$ cat config.mk
export PLATFORM = sky130hd
export DESIGN_NAME = mouse_packet_pointer_tracker_unit
export DESIGN_NICKNAME = d
export VERILOG_FILES = /design/src/rtl/mppt_pkg.sv /design/src/rtl/mppt_regs.sv /design/src/rtl/mppt_framer.sv /design/src/rtl/mppt_mover.sv /design/src/rtl/mouse_packet_pointer_tracker_unit.sv
export SDC_FILE = /design/constraint.sdc
export NUM_CORES = 1
export LEC_CHECK = 0
export ABC_AREA = 1
export BUFFER_PORTS_ARGS = -buffer_cell sky130_fd_sc_hd__buf_2
export CELL_PAD_IN_SITES_DETAIL_PLACEMENT = 0
export CELL_PAD_IN_SITES_GLOBAL_PLACEMENT = 1
export CORE_ASPECT_RATIO = 1.4
export CORE_MARGIN = 2
export CORE_UTILIZATION = 50
export DETAILED_ROUTE_END_ITERATION = 8
export PLACE_DENSITY = 0.85
export SKIP_LAST_GASP = 1
export SLEW_MARGIN = 20
export SYNTH_ARGS = -nofsm -noshare
export SYNTH_HDL_FRONTEND = slang
export SYNTH_SLANG_ARGS = --single-unit
$ cat constraint.sdc
create_clock -name clk -period 9.7 [get_ports clk]
set_input_delay 1.455 -clock clk [delete_from_list [all_inputs] [get_ports clk]]
set_output_delay 1.455 -clock clk [all_outputs]
set_load 0.1 [all_outputs]
$ cat src/rtl/mppt_pkg.sv
package mppt_pkg;

    localparam int COORD_WIDTH_DEF = 12;
    localparam int POS_W           = 12;
    localparam int BTN_W           = 5;
    localparam int BOUND_W         = 13;
    localparam int SCALE_W         = 4;
    localparam int MOVE_W          = 14;
    localparam int LIFT_W          = 8;
    localparam int SUM_W           = 18;
    localparam int ADDR_W          = 5;
    localparam int DATA_W          = 32;

    localparam logic [2:0] REG_FOUR_BYTE = 3'd0;
    localparam logic [2:0] REG_WHEEL_EN  = 3'd1;
    localparam logic [2:0] REG_EXTRA_EN  = 3'd2;
    localparam logic [2:0] REG_BOUND_X   = 3'd3;
    localparam logic [2:0] REG_BOUND_Y   = 3'd4;
    localparam logic [2:0] REG_SCALE     = 3'd5;

    localparam logic [BOUND_W-1:0] BOUND_X_RST = 13'd1024;
    localparam logic [BOUND_W-1:0] BOUND_Y_RST = 13'd768;
    localparam logic [SCALE_W-1:0] SCALE_RST   = 4'd2;
    localparam logic [SCALE_W-1:0] SCALE_MIN   = 4'd1;
    localparam logic [SCALE_W-1:0] SCALE_MAX   = 4'd8;
    localparam int                 PTR_X_RST   = 400;
    localparam int                 PTR_Y_RST   = 300;
    localparam logic [LIFT_W-1:0]  WHEEL_STEP  = 8'd12;

    typedef struct packed {
        logic               four_byte;
        logic               wheel_en;
        logic               extra_en;
        logic [BOUND_W-1:0] bound_x;
        logic [BOUND_W-1:0] bound_y;
        logic [SCALE_W-1:0] scale;
    } cfg_t;

    typedef struct packed {
        logic set_x;
        logic set_y;
    } recenter_t;

    typedef struct packed {
        logic signed [MOVE_W-1:0] move_x;
        logic signed [MOVE_W-1:0] move_y;
        logic signed [LIFT_W-1:0] lift;
        logic        [BTN_W-1:0]  buttons;
    } pkt_t;

    function automatic logic [SUM_W-1:0] clamp_coord(
        input logic signed [SUM_W-1:0] v,
        input logic [BOUND_W-1:0]      b
    );
        logic signed [SUM_W-1:0] lim;
        lim = $signed(SUM_W'(b));
        if (v[SUM_W-1])
        begin
            return '0;
        end
        else if (v >= lim)
        begin
            return SUM_W'(b) - SUM_W'(1);
        end
        return v;
    endfunction

endpackage

$ cat src/rtl/mppt_regs.sv
module mppt_regs
    import mppt_pkg::*;
#(
    parameter int COORD_WIDTH = COORD_WIDTH_DEF
) (
    input  logic              clk,
    input  logic              rst_n,
    input  logic              psel,
    input  logic              penable,
    input  logic              pwrite,
    input  logic [ADDR_W-1:0] paddr,
    input  logic [DATA_W-1:0] pwdata,
    output logic [DATA_W-1:0] prdata,
    output logic              pready,
    output cfg_t              cfg,
    output recenter_t         recenter
);

    localparam int LIMIT = 1 << COORD_WIDTH;

    logic               four_reg;
    logic               wheel_reg;
    logic               extra_reg;
    logic [BOUND_W-1:0] bound_x_reg;
    logic [BOUND_W-1:0] bound_y_reg;
    logic [SCALE_W-1:0] scale_reg;
    recenter_t          recenter_reg;
    recenter_t          recenter_next;

    logic               wr;
    logic [2:0]         idx;
    logic [BOUND_W-1:0] wr_bound;
    logic [BOUND_W-1:0] bound_x_next;
    logic [BOUND_W-1:0] bound_y_next;
    logic [SCALE_W-1:0] scale_next;

    assign pready = 1'b1;
    assign wr     = psel && penable && pwrite && pready;
    assign idx    = paddr[4:2];
    assign wr_bound = pwdata[BOUND_W-1:0];

    // zero keeps the old bound, oversize saturates to the coordinate range
    always_comb
    begin
        bound_x_next = bound_x_reg;
        bound_y_next = bound_y_reg;
        if (wr_bound != '0)
        begin
            if (32'(wr_bound) > LIMIT)
            begin
                bound_x_next = BOUND_W'(LIMIT);
                bound_y_next = BOUND_W'(LIMIT);
            end
            else
            begin
                bound_x_next = wr_bound;
                bound_y_next = wr_bound;
            end
        end
    end

    always_comb
    begin
        scale_next = pwdata[SCALE_W-1:0];
        if (scale_next < SCALE_MIN)
        begin
            scale_next = SCALE_MIN;
        end
        else if (scale_next > SCALE_MAX)
        begin
            scale_next = SCALE_MAX;
        end
    end

    always_comb
    begin
        recenter_next.set_x = wr && (idx == REG_BOUND_X);
        recenter_next.set_y = wr && (idx == REG_BOUND_Y);
    end

    always_ff @(posedge clk or negedge rst_n)
    begin
        if (!rst_n)
        begin
            four_reg     <= 1'b0;
            wheel_reg    <= 1'b0;
            extra_reg    <= 1'b0;
            bound_x_reg  <= BOUND_X_RST;
            bound_y_reg  <= BOUND_Y_RST;
            scale_reg    <= SCALE_RST;
            recenter_reg <= '0;
        end
        else
        begin
            recenter_reg <= recenter_next;
            if (wr)
            begin
                case (idx)
                    REG_FOUR_BYTE: four_reg    <= pwdata[0];
                    REG_WHEEL_EN:  wheel_reg   <= pwdata[0];
                    REG_EXTRA_EN:  extra_reg   <= pwdata[0];
                    REG_BOUND_X:   bound_x_reg <= bound_x_next;
                    REG_BOUND_Y:   bound_y_reg <= bound_y_next;
                    REG_SCALE:     scale_reg   <= scale_next;
                    default:       ;
                endcase
            end
        end
    end

    always_comb
    begin
        case (idx)
            REG_FOUR_BYTE: prdata = DATA_W'(four_reg);
            REG_WHEEL_EN:  prdata = DATA_W'(wheel_reg);
            REG_EXTRA_EN:  prdata = DATA_W'(extra_reg);
            REG_BOUND_X:   prdata = DATA_W'(bound_x_reg);
            REG_BOUND_Y:   prdata = DATA_W'(bound_y_reg);
            REG_SCALE:     prdata = DATA_W'(scale_reg);
            default:       prdata = '0;
        endcase
    end

    assign cfg.four_byte = four_reg;
    assign cfg.wheel_en  = wheel_reg;
    assign cfg.extra_en  = extra_reg;
    assign cfg.bound_x   = bound_x_reg;
    assign cfg.bound_y   = bound_y_reg;
    assign cfg.scale     = scale_reg;
    assign recenter      = recenter_reg;

endmodule

$ cat src/rtl/mppt_framer.sv
module mppt_framer
    import mppt_pkg::*;
(
    input  logic       clk,
    input  logic       rst_n,
    input  logic       accept,
    input  logic [7:0] data_byte,
    input  cfg_t       cfg,
    input  logic       drain,
    output logic       pkt_valid,
    output pkt_t       pkt
);

    logic [1:0] pos_reg;
    logic [1:0] pos_next;
    logic [7:0] held_reg [3];
    logic       pkt_valid_reg;
    logic       pkt_valid_next;
    pkt_t       pkt_reg;
    pkt_t       pkt_next;

    logic                     drop;
    logic                     complete;
    logic                     size4;
    logic [7:0]               flags;
    logic [7:0]               b1;
    logic [7:0]               b2;
    logic signed [MOVE_W-1:0] dx;
    logic signed [MOVE_W-1:0] dy;
    logic signed [MOVE_W-1:0] scale_s;
    logic signed [LIFT_W-1:0] wheel;

    assign size4    = cfg.four_byte;
    assign drop     = (pos_reg == 2'd0) && !data_byte[3];
    assign complete = !drop && (size4 ? (pos_reg == 2'd3) : (pos_reg >= 2'd2));

    always_comb
    begin
        pos_next = pos_reg;
        if (accept && !drop)
        begin
            pos_next = complete ? 2'd0 : pos_reg + 2'd1;
        end
    end

    // the completing byte is still on the input, not yet in the hold line
    assign flags = held_reg[0];
    assign b1    = held_reg[1];
    assign b2    = (pos_reg == 2'd2) ? data_byte : held_reg[2];

    always_comb
    begin
        dx      = flags[6] ? '0 : MOVE_W'($signed({flags[4], b1}));
        dy      = flags[7] ? '0 : MOVE_W'($signed({flags[5], b2}));
        scale_s = $signed(MOVE_W'(cfg.scale));
        wheel   = LIFT_W'($signed(data_byte[3:0]));

        pkt_next.move_x  = dx * scale_s;
        pkt_next.move_y  = dy * scale_s;
        pkt_next.lift    = '0;
        pkt_next.buttons = BTN_W'(flags[2:0]);
        if (size4)
        begin
            if (cfg.wheel_en)
            begin
                pkt_next.lift = '0 - wheel * $signed(WHEEL_STEP);
            end
            if (cfg.extra_en)
            begin
                pkt_next.buttons[3] = data_byte[4];
                pkt_next.buttons[4] = data_byte[5];
            end
        end
    end

    always_comb
    begin
        pkt_valid_next = pkt_valid_reg;
        if (accept && complete)
        begin
            pkt_valid_next = 1'b1;
        end
        else if (drain)
        begin
            pkt_valid_next = 1'b0;
        end
    end

    always_ff @(posedge clk or negedge rst_n)
    begin
        if (!rst_n)
        begin
            pos_reg       <= 2'd0;
            pkt_valid_reg <= 1'b0;
        end
        else
        begin
            pos_reg       <= pos_next;
            pkt_valid_reg <= pkt_valid_next;
        end
    end

    always_ff @(posedge clk)
    begin
        if (accept && !drop)
        begin
            case (pos_reg)
                2'd0:    held_reg[0] <= data_byte;
                2'd1:    held_reg[1] <= data_byte;
                2'd2:    held_reg[2] <= data_byte;
                default: ;
            endcase
        end
        if (accept && complete)
        begin
            pkt_reg <= pkt_next;
        end
    end

    assign pkt_valid = pkt_valid_reg;
    assign pkt       = pkt_reg;

endmodule

$ cat src/rtl/mppt_mover.sv
module mppt_mover
    import mppt_pkg::*;
#(
    parameter int COORD_WIDTH = COORD_WIDTH_DEF
) (
    input  logic             clk,
    input  logic             rst_n,
    input  logic             drain,
    input  pkt_t             pkt,
    input  cfg_t             cfg,
    input  recenter_t        recenter,
    input  logic             result_stall,
    output logic             result_valid,
    output logic [POS_W-1:0] pos_x,
    output logic [POS_W-1:0] pos_y,
    output logic [BTN_W-1:0] button_bits
);

    logic [COORD_WIDTH-1:0] ptr_x_reg;
    logic [COORD_WIDTH-1:0] ptr_y_reg;
    logic [COORD_WIDTH-1:0] ptr_x_next;
    logic [COORD_WIDTH-1:0] ptr_y_next;
    logic                   result_valid_reg;
    logic [POS_W-1:0]       pos_x_reg;
    logic [POS_W-1:0]       pos_y_reg;
    logic [BTN_W-1:0]       buttons_reg;

    logic signed [SUM_W-1:0] sum_x;
    logic signed [SUM_W-1:0] sum_y;
    logic signed [SUM_W-1:0] sum_wheel;
    logic [SUM_W-1:0]        clamp_y;

    always_comb
    begin
        sum_x      = $signed(SUM_W'(ptr_x_reg)) + SUM_W'(pkt.move_x);
        sum_y      = $signed(SUM_W'(ptr_y_reg)) - SUM_W'(pkt.move_y);
        clamp_y    = clamp_coord(sum_y, cfg.bound_y);
        // wheel moves the already clamped y and clamps once more
        sum_wheel  = $signed(clamp_y) + SUM_W'(pkt.lift);
        ptr_x_next = COORD_WIDTH'(clamp_coord(sum_x, cfg.bound_x));
        ptr_y_next = COORD_WIDTH'(clamp_coord(sum_wheel, cfg.bound_y));
    end

    always_ff @(posedge clk or negedge rst_n)
    begin
        if (!rst_n)
        begin
            ptr_x_reg        <= COORD_WIDTH'(PTR_X_RST);
            ptr_y_reg        <= COORD_WIDTH'(PTR_Y_RST);
            result_valid_reg <= 1'b0;
        end
        else
        begin
            if (recenter.set_x)
            begin
                ptr_x_reg <= COORD_WIDTH'(cfg.bound_x >> 1);
            end
            else if (drain)
            begin
                ptr_x_reg <= ptr_x_next;
            end
            if (recenter.set_y)
            begin
                ptr_y_reg <= COORD_WIDTH'(cfg.bound_y >> 1);
            end
            else if (drain)
            begin
                ptr_y_reg <= ptr_y_next;
            end
            if (drain)
            begin
                result_valid_reg <= 1'b1;
            end
            else if (!result_stall)
            begin
                result_valid_reg <= 1'b0;
            end
        end
    end

    always_ff @(posedge clk)
    begin
        if (drain)
        begin
            pos_x_reg   <= POS_W'(ptr_x_next);
            pos_y_reg   <= POS_W'(ptr_y_next);
            buttons_reg <= pkt.buttons;
        end
    end

    assign result_valid = result_valid_reg;
    assign pos_x        = pos_x_reg;
    assign pos_y        = pos_y_reg;
    assign button_bits  = buttons_reg;

endmodule

$ cat src/rtl/mouse_packet_pointer_tracker_unit.sv
// the word that completes a packet goes to the packet register, then to the result register
// throughput: one data word per cycle unless stalled; framing and delta scaling in the
// first register stage, pointer add and clamp against the stored position in the second
// words that only extend a packet or are dropped for resync give no result
// reset: pointer at 400/300, bounds 1024/768, scale 2, 3-byte packets, framing at byte 0
module mouse_packet_pointer_tracker_unit
    import mppt_pkg::*;
#(
    parameter int COORD_WIDTH = COORD_WIDTH_DEF
) (
    input  logic              clk,
    input  logic              rst_n,
    input  logic              byte_valid,
    output logic              byte_stall,
    input  logic [7:0]        data_byte,
    output logic              result_valid,
    input  logic              result_stall,
    output logic [POS_W-1:0]  pos_x,
    output logic [POS_W-1:0]  pos_y,
    output logic [BTN_W-1:0]  button_bits,
    input  logic              psel,
    input  logic              penable,
    input  logic              pwrite,
    input  logic [ADDR_W-1:0] paddr,
    input  logic [DATA_W-1:0] pwdata,
    output logic [DATA_W-1:0] prdata,
    output logic              pready
);

    cfg_t      cfg;
    recenter_t recenter;
    pkt_t      pkt;
    logic      pkt_valid;
    logic      drain;
    logic      accept;

    assign drain      = pkt_valid && (!result_valid || !result_stall);
    assign byte_stall = pkt_valid && !drain;
    assign accept     = byte_valid && !byte_stall;

    mppt_regs #(
        .COORD_WIDTH(COORD_WIDTH)
    ) u_regs (
        .clk      (clk),
        .rst_n    (rst_n),
        .psel     (psel),
        .penable  (penable),
        .pwrite   (pwrite),
        .paddr    (paddr),
        .pwdata   (pwdata),
        .prdata   (prdata),
        .pready   (pready),
        .cfg      (cfg),
        .recenter (recenter)
    );

    mppt_framer u_framer (
        .clk       (clk),
        .rst_n     (rst_n),
        .accept    (accept),
        .data_byte (data_byte),
        .cfg       (cfg),
        .drain     (drain),
        .pkt_valid (pkt_valid),
        .pkt       (pkt)
    );

    mppt_mover #(
        .COORD_WIDTH(COORD_WIDTH)
    ) u_mover (
        .clk          (clk),
        .rst_n        (rst_n),
        .drain        (drain),
        .pkt          (pkt),
        .cfg          (cfg),
        .recenter     (recenter),
        .result_stall (result_stall),
        .result_valid (result_valid),
        .pos_x        (pos_x),
        .pos_y        (pos_y),
        .button_bits  (button_bits)
    );

`ifndef SYNTH
    a_x_in_bound: assert property (@(posedge clk) disable iff (!rst_n)
        result_valid |-> ({1'b0, pos_x} < cfg.bound_x))
        else $error("pos_x outside bound");

    a_y_in_bound: assert property (@(posedge clk) disable iff (!rst_n)
        result_valid |-> ({1'b0, pos_y} < cfg.bound_y))
        else $error("pos_y outside bound");

    a_stall_only_when_full: assert property (@(posedge clk) disable iff (!rst_n)
        byte_stall |-> (pkt_valid && result_valid && result_stall))
        else $error("input stalled with room in the packet stage");

    a_drain_gives_result: assert property (@(posedge clk) disable iff (!rst_n)
        drain |=> result_valid)
        else $error("packet taken without a result");
`endif

endmodule

* Yosys cells after proc, flatten, opt, wreduce, memory -nomap -nowiden
Memories as Yosys holds them, arrays and structs flattened.
Cells that the tools add are included.
** Operators by class
- Add/subtract/negate cells :: 7
- $mul :: 3
- $lt $le $gt $ge :: 7
- Equality and inequality tests :: 9
- Multiplexer cells :: 47
- Reductions and logical operators :: 34
** Operator list (count)
- 12-bit 2-to-1 mux :: 10
- 13-bit case mux with 6 select lines :: 1
- 18-bit 2-to-1 mux :: 3
- 18-bit by 14-bit >= comparator with 1-bit output :: 2
- 14-bit by 5-bit multiplier with 14-bit output :: 2
- 14-bit 2-to-1 mux :: 2
- 8-bit 2-to-1 mux :: 3
- 1-bit 2-to-1 mux :: 22
- 18-bit by 8-bit adder with 18-bit output :: 1
- 8-bit OR reduction :: 2
- 13-bit by 14-bit adder with 15-bit output :: 1
- 15-bit by 14-bit >= comparator with 1-bit output :: 1
- 13-bit by 14-bit subtractor with 15-bit output :: 1
- 13-bit by 1-bit subtractor with 14-bit output, second input constant :: 1
- 13-bit > comparator, second input constant :: 1
- 13-bit 2-to-1 mux :: 1
- 13-bit nonzero test :: 1
- 2-bit AND reduction :: 6
- 12-bit by 1-bit subtractor with 12-bit output, second input constant :: 1
- 1-bit logical AND :: 11
- 8-bit by 2-bit multiplier with 6-bit output, second input constant :: 1
- 4-bit 2-to-1 mux :: 2
- 1-bit by 8-bit subtractor with 8-bit output, first input constant :: 1
- 3-bit by 2-bit equality test with 1-bit output, second input constant :: 2
- 16 further kinds :: 28
** Storage, ports and cells
- Flip-flop bits (word level) :: 133
- Bits in writable memories :: 24
- Bits of input ports :: 52
- Output and inout port bits :: 64
- Logic and storage cells :: 129
- Memories kept :: 1
** Memory list
- u_framer.held_reg :: depth 3, bits a word 8, rd ports 3, clocked after memory_dff 0, wr ports 1, line mppt_framer.sv:16 : logic [7:0] held_reg [3];

* Longest topological paths before layout
Gate-level depths: netlist of the first run.
- Word-level depth :: 13
- Depth in mapped cells :: 42
- Mapped depth without buffers :: 41

* Cells and area by module
Synthesis of the first run repeated with hierarchy kept, for this count alone.
** Unflattened totals
- Cells, all modules :: 1847
- Area total of the unflattened synthesis :: 14147.3 sq um
** By module, submodules not included
- mppt_mover :: times used 1, cells an instance 956, area each 6516.2 sq um, seq. area each 1505.2 sq um
- mppt_framer :: times used 1, cells an instance 652, area each 5572.8 sq um, seq. area each 1936.9 sq um
- mppt_regs :: times used 1, cells an instance 234, area each 2034.5 sq um, seq. area each 880.8 sq um
- mouse_packet_pointer_tracker_unit :: times used 1, cells an instance 5, area each 23.8 sq um, seq. area each 0.0 sq um

* Least setup slack after synthesis of the first run
No wires, ideal clock.
- Path kind :: register -> register
- Start point :: reg u_mover.ptr_y_reg[0]
- End point :: reg u_mover.pos_y_reg[11], in the netlist u_mover.pos_y[11], data pin
- Setup time :: 0.255 ns
- Arrival time :: 5.224 ns
- Required time :: 9.445 ns
- Slack :: 4.221 ns
- Cell stages (with the launch flop) :: 41
- Path buffers :: 2
- Clock period less this slack :: 5.479 ns
- Cells stage by stage :: dfrtp_1 inv_1 ha_1 inv_1 fa_1 nand3_1 nand2_1 a21oi_2 o21ai_0 xor2_1 ha_1 nand2_1 nor2_1 nand3_1 nand3_1 nand2_1 nand2_1 nand2_1 (+5 left out) fa_1 o21bai_1 xor2_1 inv_1 ha_1 nand2_1 nor2_1 nand3_1 nand3_1 nand2_1 nand2_1 nand3_1 nand2_2 inv_2 nand2_2 buf_6 nand2_2 and2_1
** On the way
- Word-level cells in the longest chain between the ends :: 10
- Elaborated cells on any way between the ends :: 12
- Those cells by class :: add/sub (2); order compare (2); mux (8)
** RTL lines
- start: declaration :: line mppt_mover.sv:20 : logic [COORD_WIDTH-1:0] ptr_y_reg;
- start signal: assignment :: line mppt_mover.sv:49 : ptr_y_reg <= COORD_WIDTH'(PTR_Y_RST);
- start signal: assignment :: line mppt_mover.sv:64 : ptr_y_reg <= COORD_WIDTH'(cfg.bound_y >> 1);
- start signal: assignment :: line mppt_mover.sv:68 : ptr_y_reg <= ptr_y_next;
- 13-bit by 14-bit subtractor with 15-bit output (*) :: line mppt_mover.sv:36 : sum_y = $signed(SUM_W'(ptr_y_reg)) - SUM_W'(pkt.move_y);
- 18-bit by 14-bit >= comparator with 1-bit output :: line mppt_pkg.sv:61 : else if (v >= lim)
- 1-bit 2-to-1 mux :: line mppt_pkg.sv:61
- 1-bit 2-to-1 mux :: line mppt_pkg.sv:57 : if (v[SUM_W-1])
- 18-bit 2-to-1 mux (*) :: line mppt_pkg.sv:65 : return v;
- 18-bit by 8-bit adder with 18-bit output (*) :: line mppt_mover.sv:39 : sum_wheel = $signed(clamp_y) + SUM_W'(pkt.lift);
- 18-bit by 14-bit >= comparator with 1-bit output :: line mppt_pkg.sv:61
- 1-bit 2-to-1 mux :: line mppt_pkg.sv:61
- 1-bit 2-to-1 mux :: line mppt_pkg.sv:57
- 12-bit 2-to-1 mux (*) :: line mppt_pkg.sv:65
- net u_mover.ptr_y_next[11] :: line mppt_mover.sv:22 : logic [COORD_WIDTH-1:0] ptr_y_next;
- end signal: assignment :: line mppt_mover.sv:86 : pos_y_reg <= POS_W'(ptr_y_next);
- end: declaration :: line mppt_mover.sv:25 : logic [POS_W-1:0] pos_y_reg;
The timed path passes the listed nets; every way through them passes the cells marked *.
A chain may end at the register's enable or synchronous reset.

* Final worst setup path of the first run
- Start point :: reg u_mover.ptr_y_reg[0]
- End point :: reg u_mover.pos_y_reg[0], in the netlist u_mover.pos_y[0], data pin
The elaborated chain is that of the path after synthesis.

==> out/summary.txt, run 1 <==
final weighted congestion in routability-driven placement: 0.9008
Die Y: 197.5 um
GRT overflow: 0
HP Class: reg2reg
Util after Layout: 55.32%
Die X: 142.2 um
CTS buffer count: 17
drt wl/cell: 15.63 um
hold path startpoint: u_framer.pkt[0]
initial DRC count: 582
largest net degree at the start of global routing: 64
Worst EP required: 9880 ps
Comb power frac: 68.7%
Die ar.: 28090 um2
IO Port Bufs: 74
Clock Power Share: 11.4%
Post-CTS Hold Buffers: 0
max-cap viol count: 0
largest family of logic cells by synthesized area: simple AND/OR/NAND/NOR gates
Setup WS pre-CTS: 3086 ps
vias per cell: 5.256
Synth Instances: 1683
reg2reg end: u_mover.pos_y[0]
vias in the first global route: 10499
Slew @ Worst Pin: 1044 ps
Highest Clock Rate: 0.1500 GHz
cell internal pwr: 2.631 mW
Top FF cell, synth: edfxtp_1
Warnings, synthesis: 0
CP startpoint kind: register
Critical Path Sink Type: register
R2R depth: 39
Synth Area in Compound Gates: 8.991%
cell mode on critical path: nand2_1
Hold EP: u_mover.button_bits[0]
Final Hold Violating Endpoints: 0
Crit Path Max Fanout: 19
total chip power: 5.566 mW
RSZ-0062 raised after global routing: false
P per Cell Area: 384.2 nW/um2
Post-Synth XOR/XNOR Area: 4.847%
Pleak: 7.303 nW
synthesized flop and latch total: 154
Rel. slew slack: 30.14%
Detailed Route WL: 32610 um
first-pass GRT wire length: 53110 um
Sw Pwr: 2.935 mW
DRC viols: 0
mux cell area share after synthesis: 0%
Tcrit/Tclk final: 68.74%
synthesized area: 13370 um2
GR Util All Layers: 24.27%
Syn-to-layout area delta: 8.336%
clk slew on worst S/H paths: 70 ps
# rows: 70
sequential share of power: 20.0%
Setup Buffers After CTS: 0
post-DP HPWL: 26100 um
slowest cell on the critical path: fa_1
share of cells above drive strength 1: 10.40%
nets: 1979
async set-reset flop share out of synthesis: 40.91%
core area: 26190 um2
WP data arrival: 6850 ps
setup ws final: 3033 ps
TritonCTS clock tree: yes
Tmin final: 6667 ps
outcome: completed
R2R Setup Slk: 3030 ps
PostCTS Resize Cnt: 0
EDFF count, synth: 91
total iterations of the first detailed-routing run: 5
WS Path Type: reg2reg
VDD IR-drop max: 0.2148 mV
Root Buffer: clkbuf_16
post-synthesis cell type count: 55
Seq/Total Area, Yosys: 32.33%
simple-gate share of the synthesized area: 23.59%
initial antenna violation count: 2
maximum clock insertion buffer count: 2
Setup TNS: 0 ps
sw frac: 52.74%
Avg Synthesized Cell Area: 7.946 um2
via count: 10965
I/O pins: 116
Routed Antenna Nets: 0
clk_skew: 15.95 ps
H-tree Lvls: 4
adder-cell area share of the yosys netlist: 19.20%
Hold Crit Depth: 0
setup violation total in the final timing report: 0
slowest stage delay, CP: 460 ps
max-slew violations: 0
Clock Sinks: 154
Starting Density: 51.07%
clock insertion delay at the later pin of the skew report: 430 ps
Worst R2R Start: u_mover.ptr_y_reg[0]
flip-flop count of the largest register after layout: 39
kinds of logic after synthesis:
logic type / after synthesis
compound gates: 204
xor+xnor: 74
fa+ha+maj: 180
buf+inv: 357
flops: 154
other cells: 2
simple gates: 712
power groups by stage:
stage | Clock, mW | Combinational [mW] | Sequential, mW
6_report | 0.633 | 3.82 | 1.11
5_1_grt | 0.670 | 4.35 | 1.13
4_1_cts | 0.642 | 3.83 | 1.11
3_5_place_dp | 0 | 3.81 | 1.12
3_3_place_gp | 0 | 3.73 | 1.12
2_1_floorplan | 0 | 2.80 | 1.36
critical path, delay by kind of cell (launching register included):
kind,cells,cell delay [ps]
xor gates and xnor gates,2,430
and+or+nand+nor,22,2560
adders and majority gates,6,1790
DFF,1,380
buffers and inverters,5,320
AOI/OAI and AO/OA,4,910
synth_stat cells, types with 2 or more instances:
cell type / count / area [um2]
a211oi_1: 2 / 15.01
a211oi_2: 7 / 87.58
a21o_1: 6 / 45.04
a21oi_1: 68 / 340.3
a21oi_2: 4 / 35.03
a31oi_1: 7 / 43.79
and2_1: 25 / 156.4
and3_1: 4 / 25.02
buf_1: 3 / 11.26
buf_4: 24 / 180.2
buf_6: 3 / 33.78
clkbuf_1: 19 / 71.32
clkinv_1: 3 / 11.26
conb_1: 2 / 7.510
dfrtp_1: 52 / 1301
dfstp_2: 11 / 289.0
edfxtp_1: 91 / 2733
fa_1: 42 / 840.8
ha_1: 138 / 1727
inv_1: 298 / 1119
inv_2: 5 / 18.77
nand2_1: 325 / 1220
nand2_2: 26 / 162.7
nand2_4: 2 / 22.52
nand3_1: 118 / 590.6
nand3_2: 4 / 40.04
nand3b_1: 5 / 37.54
nand4_1: 11 / 68.82
nor2_1: 153 / 574.3
nor2_2: 3 / 18.77
nor2_4: 3 / 33.78
nor3_1: 19 / 95.09
nor3_2: 2 / 20.02
nor3b_1: 2 / 15.01
nor4_1: 4 / 25.02
o2111ai_1: 3 / 26.28
o211ai_2: 2 / 25.02
o21ai_0: 80 / 400.4
o21bai_1: 5 / 37.54
o221ai_1: 4 / 35.03
o22ai_1: 10 / 62.56
or2_0: 2 / 12.51
or2_2: 2 / 12.51
xnor2_1: 20 / 175.2
xor2_1: 54 / 473.0
layout by cell type, fill, tap and decap left out, types with 5 or more instances in the layout:
cell         n
o21ai_0     80
inv_1      298
nor3_1      19
a21o_1       6
dfrtp_1     52
o21bai_1     5
a21oi_1     68
nand2_2     26
edfxtp_1    91
inv_2        5
a31oi_1      7
clkbuf_16   17
nand3b_1     5
xnor2_1     20
ha_1       138
conb_1      20
dfstp_2     11
nor2_1     152
and2_1      25
nand2_1    325
a211oi_2     7
buf_2       74
inv_6        5
xor2_1      54
nand3_1    118
fa_1        42
nand4_1     11
o22ai_1     10
per-layer routing:
metal / track usage (%) / up-vias / wire, um
met5: 0 / - / 7
met4: 6.407 / 2 / 632
met3: 3.661 / 37 / 1444
met2: 42.85 / 253 / 16280
met1: 30.96 / 5159 / 14240
li1: - / 5514 / -
worst max path at each step:
stage / from / end / depth (start not counted)
finish: u_mover.ptr_y_reg[0] / u_mover.pos_y[0] / 39
global route: u_mover.ptr_y_reg[0] / u_mover.pos_y[0] / 39
CTS: u_mover.ptr_y_reg[0] / u_mover.pos_y[0] / 39
detailed placement: u_mover.ptr_y_reg[0] / u_mover.pos_y[0] / 39
global placement: u_mover.ptr_y_reg[0] / u_mover.pos_y[1] / 39
floorplan: u_mover.ptr_y_reg[0] / u_mover.pos_y[11] / 40
stage by stage:
step,std cells,instance area [um2],hold slack (ps)
after floorplan,1701,13440,400.3
after global routing,2084,14480,428.4
after CTS,2083,14470,420.8
after detailed placement,2051,13920,412.2
after global placement,2051,13920,400.8
final,2086,14490,420.6
final cells by class:
cell class	instances	area, um2
Clock buffer	19	432.9
Antenna cell	2	5.005
Timing Repair Buffer	78	407.9
Sequential cell	154	4323
Clock inverter	13	110.1
Inverter	306	1149
Tap cell	324	405.4
Multi-Input combinational cell	1190	7655
Fill cell	2444	11700
Power figures use the tool's default switching activity.
==> run 2, diff against run 1 <==
--- a/config.mk
+++ b/config.mk
@@ -11,9 +11,9 @@
 export CELL_PAD_IN_SITES_GLOBAL_PLACEMENT = 1
 export CORE_ASPECT_RATIO = 1.4
 export CORE_MARGIN = 2
-export CORE_UTILIZATION = 50
+export CORE_UTILIZATION = 46
 export DETAILED_ROUTE_END_ITERATION = 8
-export PLACE_DENSITY = 0.85
+export PLACE_DENSITY = 0.79
 export SKIP_LAST_GASP = 1
 export SLEW_MARGIN = 20
 export SYNTH_ARGS = -nofsm -noshare
==> constraint.sdc (replaced) <==
create_clock -name clk -period 6.68 [get_ports clk]
set_input_delay 1.002 -clock clk [delete_from_list [all_inputs] [get_ports clk]]
set_output_delay 1.002 -clock clk [all_outputs]
set_load 0.1 [all_outputs]
==> run 2 against run 1 <==
Compared with the run above: power up 48%; die area grew 8.5%; combinational power is 46% higher; count of clock-buffer cells in the layout grew 5; via count fell by 0.70%; register-to-register slack lost 2500 ps; sequential share of layout area decreased by 0.42 points; sequential power increased by 46%; final area increased by 1.4%; hold slack lost 1.1 ps; maximum frequency increased by 8.3%; global-route usage is 1.8 points lower.
==> out/summary.txt, run 2 (synthesized netlist as in run 1, its figures left out) <==
PostCTS Resize Cnt: 0
post-DP HPWL: 26690 um
vias per cell: 5.083
I/O pins: 116
CTS buffer count: 17
clk_skew: 14.10 ps
cell area after layout: 14700 um2
setup ws final: 525.1 ps
most common cell after layout, fill and taps aside: nand2_1
most frequent cells in the layout: 325 x nand2_1, 298 x inv_1, 152 x nor2_1
Hold Crit Depth: 0
Clock Sinks: 154
HP Class: reg2reg
GRT overflow: 0
setup violation total in the final timing report: 0
Tmin final: 6155 ps
slowest cell on the critical path: fa_1
clock insertion delay at the later pin of the skew report: 450 ps
multi-input logic area: 7660 um2
R2R Setup Slk: 530 ps
reg2reg end: u_mover.pos_y[0]
initial DRC count: 523
IO Port Bufs: 74
Routed Antenna Nets: 0
Crit Path Max Fanout: 12
core area: 28500 um2
max-slew violations: 0
initial antenna violation count: 3
DRC viols: 0
Critical Path Sink Type: register
VDD IR-drop max: 0.3366 mV
max-cap viol count: 0
Post-CTS Hold Buffers: 0
GR Util All Layers: 22.43%
Slew @ Worst Pin: 1031 ps
maximum clock insertion buffer count: 2
Hold EP: u_mover.button_bits[1]
largest net degree at the start of global routing: 64
nets: 1984
first-pass GRT wire length: 52780 um
Die ar.: 30470 um2
Die X: 148.1 um
RSZ-0062 raised after global routing: false
R2R depth: 39
P per Cell Area: 559.4 nW/um2
H-tree Lvls: 4
clk slew on worst S/H paths: 70 ps
WP data arrival: 6360 ps
Rel. slew slack: 31.01%
share of cells above drive strength 1: 10.54%
Root Buffer: clkbuf_16
Detailed Route WL: 33160 um
Setup Buffers After CTS: 0
Cell Area, Placed: 14040 um2
Tcrit/Tclk final: 92.14%
Worst R2R Start: u_mover.ptr_y_reg[0]
Worst EP required: 6880 ps
Reg area: 4323 um2
hold path startpoint: u_framer.pkt[1]
TritonCTS clock tree: yes
fill cell count: 2812
total iterations of the first detailed-routing run: 7
flip-flop count of the largest register after layout: 39
Final Hold Violating Endpoints: 0
worst hold slack: 419.6 ps
final weighted congestion in routability-driven placement: 0.8666
Starting Density: 46.93%
WS Path Type: reg2reg
Syn-to-layout area delta: 9.889%
via count: 10888
vias in the first global route: 10366
Highest Clock Rate: 0.1625 GHz
CP startpoint kind: register
cell mode on critical path: nand2_1
Setup TNS: 0 ps
# rows: 73
outcome: completed
Die Y: 205.7 um
slowest stage delay, CP: 430 ps
Setup WS pre-CTS: 396.8 ps
Pleak: 7.397 nW
drt wl/cell: 15.48 um
-- run 2: power by group --
part | switching, mW | total [mW] | internal (mW)
Clock | 0.408 | 1.02 | 0.617
Combinational | 3.67 | 5.58 | 1.91
Sequential | 0.165 | 1.62 | 1.45
Total | 4.24 | 8.22 | 3.98
-- run 2: critical path, delay by kind of cell (launching register included) --
kind | cells | cell delay, ps
simple gates | 22 | 2300
fa+ha+maj | 6 | 1770
compound gates | 4 | 690
xor+xnor | 2 | 410
flops | 1 | 380
buf+inv | 5 | 330
-- run 2: stage by stage --
step                total power [mW]  cells  util, %
floorplan                      6.047   1701        -
global placement               7.117   2107    49.26
detailed placement             7.184   2107    49.26
CTS                            8.248   2139    51.44
global route                   9.066   2141    51.56
finish                         8.221   2142    51.57
-- run 2: cell type report --
class	instances	area share (%)
inverters	306	7.816
repair buffers	83	3.201
flip-flops and latches	154	29.42
diodes	2	0.03406
clock buffers	24	3.499
clock inverters	8	0.7152
multi-input cells	1190	52.12
well taps	375	3.193
-- run 2: metal layers --
| layer | routed length (um) | GRT usage (%) | share of wire (%) | up-vias |
|---|---|---|---|---|
| li1 | - | - | - | 5530 |
| met1 | 14800 | 28.55 | 45 | 5100 |
| met2 | 16230 | 38.96 | 49 | 220 |
| met3 | 1365 | 3.237 | 4.1 | 36 |
| met4 | 751 | 7.755 | 2.3 | 2 |
| met5 | 13 | 0 | 0.039 | - |
-- run 2: how the worst max path moves through the flow --
stage	slack, ps	startpoint	end	cells after the start
after floorplan	1200	u_mover.ptr_y_reg[0]	u_mover.pos_y[11]	40
after global routing	60	u_mover.ptr_y_reg[0]	u_mover.pos_y[0]	39
after CTS	370	u_mover.ptr_y_reg[0]	u_mover.pos_y[0]	39
after global placement	480	u_mover.ptr_y_reg[0]	u_mover.pos_y[0]	39
final	530	u_mover.ptr_y_reg[0]	u_mover.pos_y[0]	39
after detailed placement	400	u_mover.ptr_y_reg[0]	u_mover.pos_y[0]	39
==> run 3, diff against run 2 <==
--- a/config.mk
+++ b/config.mk
@@ -11,9 +11,9 @@
 export CELL_PAD_IN_SITES_GLOBAL_PLACEMENT = 1
 export CORE_ASPECT_RATIO = 1.4
 export CORE_MARGIN = 2
-export CORE_UTILIZATION = 46
+export CORE_UTILIZATION = 50
 export DETAILED_ROUTE_END_ITERATION = 8
-export PLACE_DENSITY = 0.79
+export PLACE_DENSITY = 0.85
 export SKIP_LAST_GASP = 1
 export SLEW_MARGIN = 20
 export SYNTH_ARGS = -nofsm -noshare
==> constraint.sdc (replaced) <==
create_clock -name clk -period 7.3 [get_ports clk]
set_input_delay 1.095 -clock clk [delete_from_list [all_inputs] [get_ports clk]]
set_output_delay 1.095 -clock clk [all_outputs]
set_load 0.1 [all_outputs]
==> run 3 against run 2 <==
Compared with the run above: setup slack improved by 160 ps; largest power group unchanged; highest routed layer unchanged; routed wire length rose by 0.11%; sequential share of layout area rose by 0.34 points.
==> out/summary.txt, run 3 (synthesized netlist as in run 1, its figures left out) <==
Post-CTS Hold Buffers: 0
Slew @ Worst Pin: 1085 ps
nets: 1979
GRT met3 Usage: 4.048%
initial DRC count: 696
largest net degree at the start of global routing: 64
core area: 26190 um2
HP Class: reg2reg
Setup WS pre-CTS: 682.6 ps
Syn-to-layout area delta: 8.636%
CP startpoint kind: register
maximum clock insertion buffer count: 2
cell internal pwr: 3.550 mW
vias in the first global route: 10684
total iterations of the first detailed-routing run: 5
GR Util All Layers: 24.54%
Tmin final: 6613 ps
Highest Clock Rate: 0.1512 GHz
first-pass GRT wire length: 53700 um
Global Route met1 Usage: 31.14%
sequential share of power: 19.8%
met2 Use GR: 42.37%
Worst EP required: 7510 ps
Setup TNS: 0 ps
IO Port Bufs: 74
Routed Antenna Nets: 0
dpl cells: 2051
Sw Pwr: 3.919 mW
clk slew on worst S/H paths: 70 ps
GRT overflow: 0
clock insertion delay at the later pin of the skew report: 450 ps
max-cap viol count: 0
WP data arrival: 6820 ps
fill cell count: 2451
Detailed Route WL: 33200 um
setup violation total in the final timing report: 0
final weighted congestion in routability-driven placement: 0.9016
initial antenna violation count: 3
VDD IR-drop max: 0.2551 mV
# rows: 70
DRC viols: 0
WS Path Type: reg2reg
Tcrit/Tclk final: 90.59%
Root Buffer: clkbuf_16
Util after Layout: 55.48%
share of cells above drive strength 1: 10.40%
Comb power frac: 68.2%
Final Hold Violating Endpoints: 0
setup ws final: 686.7 ps
final std cells w/o fill: 2086
post-DP HPWL: 26250 um
most common cell after layout, fill and taps aside: nand2_1
CP delay by family, top: simple AND/OR/NAND/NOR gates
P per Cell Area: 514.2 nW/um2
Clock Power Share: 12.0%
Critical Path Sink Type: register
Setup Buffers After CTS: 0
CTS buffer count: 17
max-slew violations: 0
clk_skew: 16.07 ps
total chip power: 7.470 mW
Die X: 142.2 um
sw frac: 52.47%
drt wl/cell: 15.92 um
cell mode on critical path: nand2_1
flip-flop count of the largest register after layout: 39
I/O pins: 116
H-tree Lvls: 4
slowest stage delay, CP: 440 ps
via count: 11007
TritonCTS clock tree: yes
Die ar.: 28090 um2
worst path buffer plus inverter count: 5
Die Y: 197.5 um
Crit Path Max Fanout: 19
most frequent cells in the layout: 325 x nand2_1, 298 x inv_1, 152 x nor2_1
Clock Sinks: 154
gr busiest metal: met2
slowest cell on the critical path: fa_1
Starting Density: 51.07%
vias per cell: 5.277
Rel. slew slack: 27.40%
outcome: completed
Pleak: 7.340 nW
RSZ-0062 raised after global routing: false
PostCTS Resize Cnt: 0
==> run 3: final timing paths <==
path	cells after the start	start	to	slack, ps
max	39	u_mover.ptr_y_reg[0]	u_mover.pos_y[0]	690
min	0	u_framer.pkt[3]	u_mover.button_bits[3]	420
max reg2reg	39	u_mover.ptr_y_reg[0]	u_mover.pos_y[0]	690
min reg2reg	0	u_framer.pkt[3]	u_mover.button_bits[3]	420
max in group asynchronous	2	rst_n	u_mover.ptr_y_reg[9]	5830
min in group asynchronous	2	rst_n	u_mover.result_valid	850
==> run 3: cell type report <==
type | count | area, um2 | area share [%]
repair buffers | 78 | 420.4 | 2.894
multi-input cells | 1190 | 7655 | 52.69
inverters | 306 | 1149 | 7.906
diodes | 2 | 5.005 | 0.03445
clock inverters | 12 | 112.6 | 0.7751
flip-flops and latches | 154 | 4323 | 29.76
well taps | 324 | 405.4 | 2.790
clock buffers | 20 | 457.9 | 3.152
==> run 3: metal layers <==
layer | wire, um | vias to the layer above
met5 | 7 | -
met4 | 894 | 2
met3 | 1461 | 46
met2 | 16080 | 267
met1 | 14760 | 5176
li1 | - | 5516
==> run 3: metrics by stage <==
step	hold WS [ps]	cell area, um2
final	419.1	14530
after detailed placement	404.5	13920
after global routing	424.2	14530
after CTS	420.6	14500
after floorplan	400.3	13440
after global placement	401.8	13920
==> run 3: power groups by stage <==
stage                     Sequential (mW)  Clock, mW  Combinational, mW
after global routing                 1.51      0.944               5.79
final                                1.48      0.893               5.10
after global placement               1.49          0               4.96
after CTS                            1.48      0.904               5.10
after floorplan                      1.81          0               3.72
after detailed placement             1.49          0               5.07
